===== config.mk =====
export PLATFORM = sky130hd
export DESIGN_NAME = lsmdc_div
export DESIGN_NICKNAME = d
export VERILOG_FILES = /design/src/rtl/lsmdc_pkg.sv /design/src/rtl/lsmdc_div.sv
export SDC_FILE = /design/constraint.sdc
export NUM_CORES = 1
export LEC_CHECK = 0
export BUFFER_PORTS_ARGS = -buffer_cell sky130_fd_sc_hd__buf_2
export CAP_MARGIN = 20
export CORE_MARGIN = 2
export CORE_UTILIZATION = 32
export DETAILED_ROUTE_END_ITERATION = 7
export PLACE_DENSITY = 0.48
export SLEW_MARGIN = 20
export SYNTH_ARGS = -nofsm -noshare
export SYNTH_HDL_FRONTEND = slang
export SYNTH_SLANG_ARGS = --single-unit

===== constraint.sdc =====
create_clock -name i_clk -period 3.12 [get_ports i_clk]
set_clock_uncertainty 0.05 [all_clocks]
set_input_delay 0.624 -clock i_clk [delete_from_list [all_inputs] [get_ports i_clk]]
set_output_delay 0.624 -clock i_clk [all_outputs]
set_load 0.02 [all_outputs]

===== src/rtl/lsmdc_pkg.sv =====
// Shared types and constants for the linear sieve block.
// No dependencies; lsmdc_div and the top level refer to this package by scoped names.
package lsmdc_pkg;

    typedef enum logic [3:0] {
        ST_CLEAR,
        ST_IDLE,
        ST_BEGIN,
        ST_ENT,
        ST_PRD,
        ST_PMUL,
        ST_CMP,
        ST_MOD,
        ST_DDIV,
        ST_DMUL,
        ST_EMIT
    } t_state;

    typedef struct packed {
        logic       flag;
        logic [1:0] mu;
        logic [7:0] d;
        logic [4:0] e;
    } t_entry;

    typedef struct packed {
        logic busy;
        logic done;
    } t_div_stat;

    localparam int         EntryW   = $bits(t_entry);
    localparam int         CfgW     = 17;
    localparam logic [CfgW-1:0] CfgReset = 17'd65536;
    localparam logic [1:0] MuOne    = 2'b01;
    localparam logic [1:0] MuNeg    = 2'b11;
    localparam logic [1:0] MuZero   = 2'b00;
    localparam logic [7:0] DSat     = 8'd255;
    localparam logic [7:0] DOne     = 8'd1;
    localparam logic [7:0] DPrime   = 8'd2;
    localparam logic [4:0] EOne     = 5'd1;

endpackage


===== src/rtl/lsmdc_div.sv =====
// Iterative restoring divider, one quotient bit per cycle.
// Uses lsmdc_pkg for its status struct.
module lsmdc_div #(
    parameter int W = 17
) (
    input  logic                  i_clk,
    input  logic                  i_rst_n,
    input  logic                  i_start,
    input  logic [W-1:0]          i_dividend,
    input  logic [W-1:0]          i_divisor,
    output logic [W-1:0]          o_quo,
    output logic [W-1:0]          o_rem,
    output lsmdc_pkg::t_div_stat  o_stat
);
    localparam int CntW = $clog2(W + 1);

    logic [W-1:0]    r_rem, r_quo, r_dvs;
    logic [CntW-1:0] r_cnt;
    logic            r_done;
    logic [W:0]      w_shift, w_diff;

    assign w_shift = {r_rem, r_quo[W-1]};
    assign w_diff  = w_shift - {1'b0, r_dvs};

    always_ff @(posedge i_clk) begin
        if (!i_rst_n) begin
            r_cnt  <= '0;
            r_done <= 1'b0;
        end else if (i_start) begin
            r_cnt  <= CntW'(W);
            r_done <= 1'b0;
        end else if (r_cnt != '0) begin
            r_cnt  <= r_cnt - 1'b1;
            r_done <= (r_cnt == CntW'(1));
        end else begin
            r_done <= 1'b0;
        end
    end

    always_ff @(posedge i_clk) begin
        if (i_start) begin
            r_rem <= '0;
            r_quo <= i_dividend;
            r_dvs <= i_divisor;
        end else if (r_cnt != '0) begin
            if (!w_diff[W]) begin
                r_rem <= w_diff[W-1:0];
                r_quo <= {r_quo[W-2:0], 1'b1};
            end else begin
                r_rem <= w_shift[W-1:0];
                r_quo <= {r_quo[W-2:0], 1'b0};
            end
        end
    end

    assign o_quo       = r_quo;
    assign o_rem       = r_rem;
    assign o_stat.busy = (r_cnt != '0);
    assign o_stat.done = r_done;
endmodule


==> impl_metrics.json <==
{
  "cts.sinks": 57,
  "fin_nets": 454,
  "final.setup.tns_ns": 0,
  "grt.overflow.total": 0,
  "max_freq_ghz": 0.369,
  "rr_startpoint": "o_rem[13]",
  "clockBufferDepth": 2,
  "route.vias.total": 2593,
  "track_usage_pct": 15.2,
  "cp.arrival_ns": 2.90,
  "cts-resized-gates": 0,
  "worst_slew_pin_slew_ns": 0.670,
  "hold_buffers": 0,
  "drv_slew": 0,
  "syn-cell-area_sq_um": 3290,
  "drc_errors": 0,
  "antenna_found_initial": 0,
  "slew-limit-headroom_pct": 55.3,
  "layout-drive-gt1-share_pct": 29.1,
  "syn_area_per_cell_sq_um": 10.2,
  "diodes": 0,
  "critPathCaptureType": "flop",
  "die_h_um": 105,
  "crit_chain": "ha_1 -> a21oi_2 -> o211ai_1 -> a221o_1 -> a211o_4 -> xnor2_4 -> buf_4 -> nor3_1 -> a2111oi_1",
  "crit_required_ns": 3.31,
  "cp-start-kind": "flop",
  "seq_area_frac_synth_pct": 45.1,
  "synthArstFlopShare_pct": 0,
  "port_buffers": 72,
  "max_stage_delay_ns": 0.41,
  "syn2layout_area_growth_pct": 22.0,
  "hold_path_class": "in2reg",
  "worst-path-buf-inv": 1,
  "synth.area.top_cells": "edfxtp_1 31%, dfxtp_1 14%, ha_1 7.2%",
  "clkLatencyLatePin_ns": 0.36,
  "cts_setup_buffers": 0,
  "drt-total-wl_mm": 7.96,
  "yosysTopAreaCellShare_pct": 31.1,
  "fillerInstances": 1011,
  "worstSetupPathDepth": 9,
  "cts_buffers": 9,
  "crit_family": "compound AO/OA/AOI/OAI gates",
  "hold_violations": 0,
  "irDropWorstVdd_v": 0.000352,
  "die_w_um": 105,
  "cpMaxStageDelayCell": "ha_1",
  "p_leak_nw": 1.69,
  "min_period_ns": 2.71,
  "dr.pass1.iters": 4,
  "start_util_pct": 33.3,
  "status": "completed",
  "grt_first_pass_wirelength_mm": 13.1,
  "die_area_sq_um": 11100,
  "finalCritPeriodShare_pct": 86.9,
  "num_rows": 36,
  "drv_cap": 0,
  "ys_warn_count": 0,
  "yosysUniqueCellTypes": 50,
  "fin_area_sq_um": 4010,
  "placedCellCount": 519,
  "gp_congestion": 0.897,
  "whs_ns": 0.387,
  "wire_per_inst_um": 14.9,
  "crit_end": "o_rem[5]",
  "syn-instance-count": 322,
  "cts-root-buf": "clkbuf_8",
  "grt_max_degree": 38,
  "synth_seq_cells": 57,
  "powerDensity_nw_per_um2": 767,
  "cts_tree": "yes",
  "via_per_inst": 4.85,
  "r2r_end": "o_rem[5]",
  "cts.clk_slew.worst_paths_ns": 0.08,
  "synth_nets": 379,
  "critPathKind": "reg2reg",
  "fin_cells": 535,
  "reg2reg_depth": 9,
  "critPathMaxFanout": 17,
  "grt_pass1_vias": 2529,
  "synth-edff-count": 34,
  "ios": 73,
  "placed_area_sq_um": 3780,
  "coreArea_sq_um": 9860,
  "rsz0062_at_grt": "no",
  "r2r_slack_ns": 0.41,
  "setup.worst_path.start": "o_rem[13]",
  "ys.flop_type": "edfxtp_1",
  "htree_num_levels": 3,
  "drt_iter0_drc": 122,
  "setup_violations": 0,
  "fin_util_pct": 40.6,
  "ant_nets": 0,
  "hpwl_mm": 6.01,
  "synth.largest_area_cell": "edfxtp_1"
}
[registers in the layout (all words and copies together), names as in the netlist]
signal / flops
o_quo: 17
o_rem: 17
r_cnt: 5
r_done: 1
r_dvs: 17
[cell usage in the layout (no fill, tap or decap), types with 3 or more instances in the layout]
master     instances
buf_2             72
edfxtp_1          34
nor2_1            33
inv_1             25
dfxtp_1           23
nand2_1           22
ha_1              19
mux2_2            16
xnor2_1           15
a21oi_1           14
o21ai_0           12
nor3_1            11
clkbuf_8           9
o21a_1             8
a2111oi_1          7
buf_4              7
nor2b_1            5
nand2b_1           5
nor4_1             4
a31oi_1            4
nand4_1            3
o211ai_1           3
a211oi_1           3
mux2i_1            3
nand3_1            3
o311ai_0           3
[logic make-up after synthesis]
logic type	after synthesis	share of synthesized area [%]
flip-flops	57	45.1
buffers and inverters	41	5.48
multiplexers	19	6.40
adder cells (fa/ha/maj)	20	7.84
XOR/XNOR	18	5.37
AO/OA/AOI/OAI	77	17.3
AND/OR/NAND/NOR	90	12.5
[cell usage after synthesis (3+ instances only)]
| library cell | n |
|---|---|
| nor4_1 | 4 |
| a21oi_1 | 14 |
| mux2_2 | 16 |
| ha_1 | 19 |
| buf_2 | 3 |
| inv_1 | 25 |
| xnor2_1 | 15 |
| o211ai_1 | 3 |
| dfxtp_1 | 23 |
| nor2_1 | 33 |
| o21ai_0 | 12 |
| a211oi_1 | 3 |
| a2111oi_1 | 7 |
| o311ai_0 | 3 |
| mux2i_1 | 3 |
| nand4_1 | 3 |
| clkbuf_1 | 8 |
| nand2_1 | 22 |
| nand3_1 | 3 |
| edfxtp_1 | 34 |
| a31oi_1 | 4 |
| nor2b_1 | 5 |
| o21a_1 | 8 |
| nor3_1 | 11 |
| nand2b_1 | 5 |
[worst min-delay path by stage]
| stage | from | to | slack (ns) | cells after the start |
|---|---|---|---|---|
| floorplan | r_cnt[3] | r_done | 0.39 | 1 |
| global placement | r_cnt[3] | r_done | 0.42 | 1 |
| detailed placement | r_cnt[3] | r_done | 0.41 | 1 |
| CTS | i_divisor[4] | r_dvs[4] | 0.37 | 1 |
| global route | i_divisor[3] | r_dvs[3] | 0.35 | 1 |
| finish | i_divisor[4] | r_dvs[4] | 0.39 | 1 |
[per-stage QoR]
stage	total power [W]	worst slack (ns)
2_1_floorplan	0.00197	0.458
3_3_place_gp	0.00230	0.507
3_5_place_dp	0.00230	0.433
4_1_cts	0.00311	0.425
5_1_grt	0.00330	0.138
6_report	0.00307	0.408
[layout make-up]
| type | instances | area (sq um) | area share (%) |
|---|---|---|---|
| flip-flops and latches | 57 | 1480 | 37.0 |
| clock inverters | 7 | 101 | 2.53 |
| multi-input cells | 224 | 1630 | 40.5 |
| repair buffers | 79 | 413 | 10.3 |
| well taps | 133 | 166 | 4.15 |
| clock buffers | 9 | 124 | 3.09 |
| inverters | 26 | 97.6 | 2.43 |
[report_power, final]
| group | total (W) | switching (W) | leakage (nW) | internal (W) |
|---|---|---|---|---|
| combinational | 0.00123 | 0.000731 | 1.05 | 0.000496 |
| sequential | 0.00105 | 0.000107 | 0.532 | 0.000944 |
| clock | 0.000797 | 0.000341 | 0.106 | 0.000456 |
[layer usage]
metal / vias up / wire [um] / track usage [%]
met3: 10 / 380 / 5.63
met4: 0 / 87 / 4.29
met1: 1200 / 4000 / 21.6
met2: 57 / 3490 / 21.4
li1: 1326 / - / -
met5: - / 0 / 0
No activity file was read; power rests on OpenSTA's default activity.
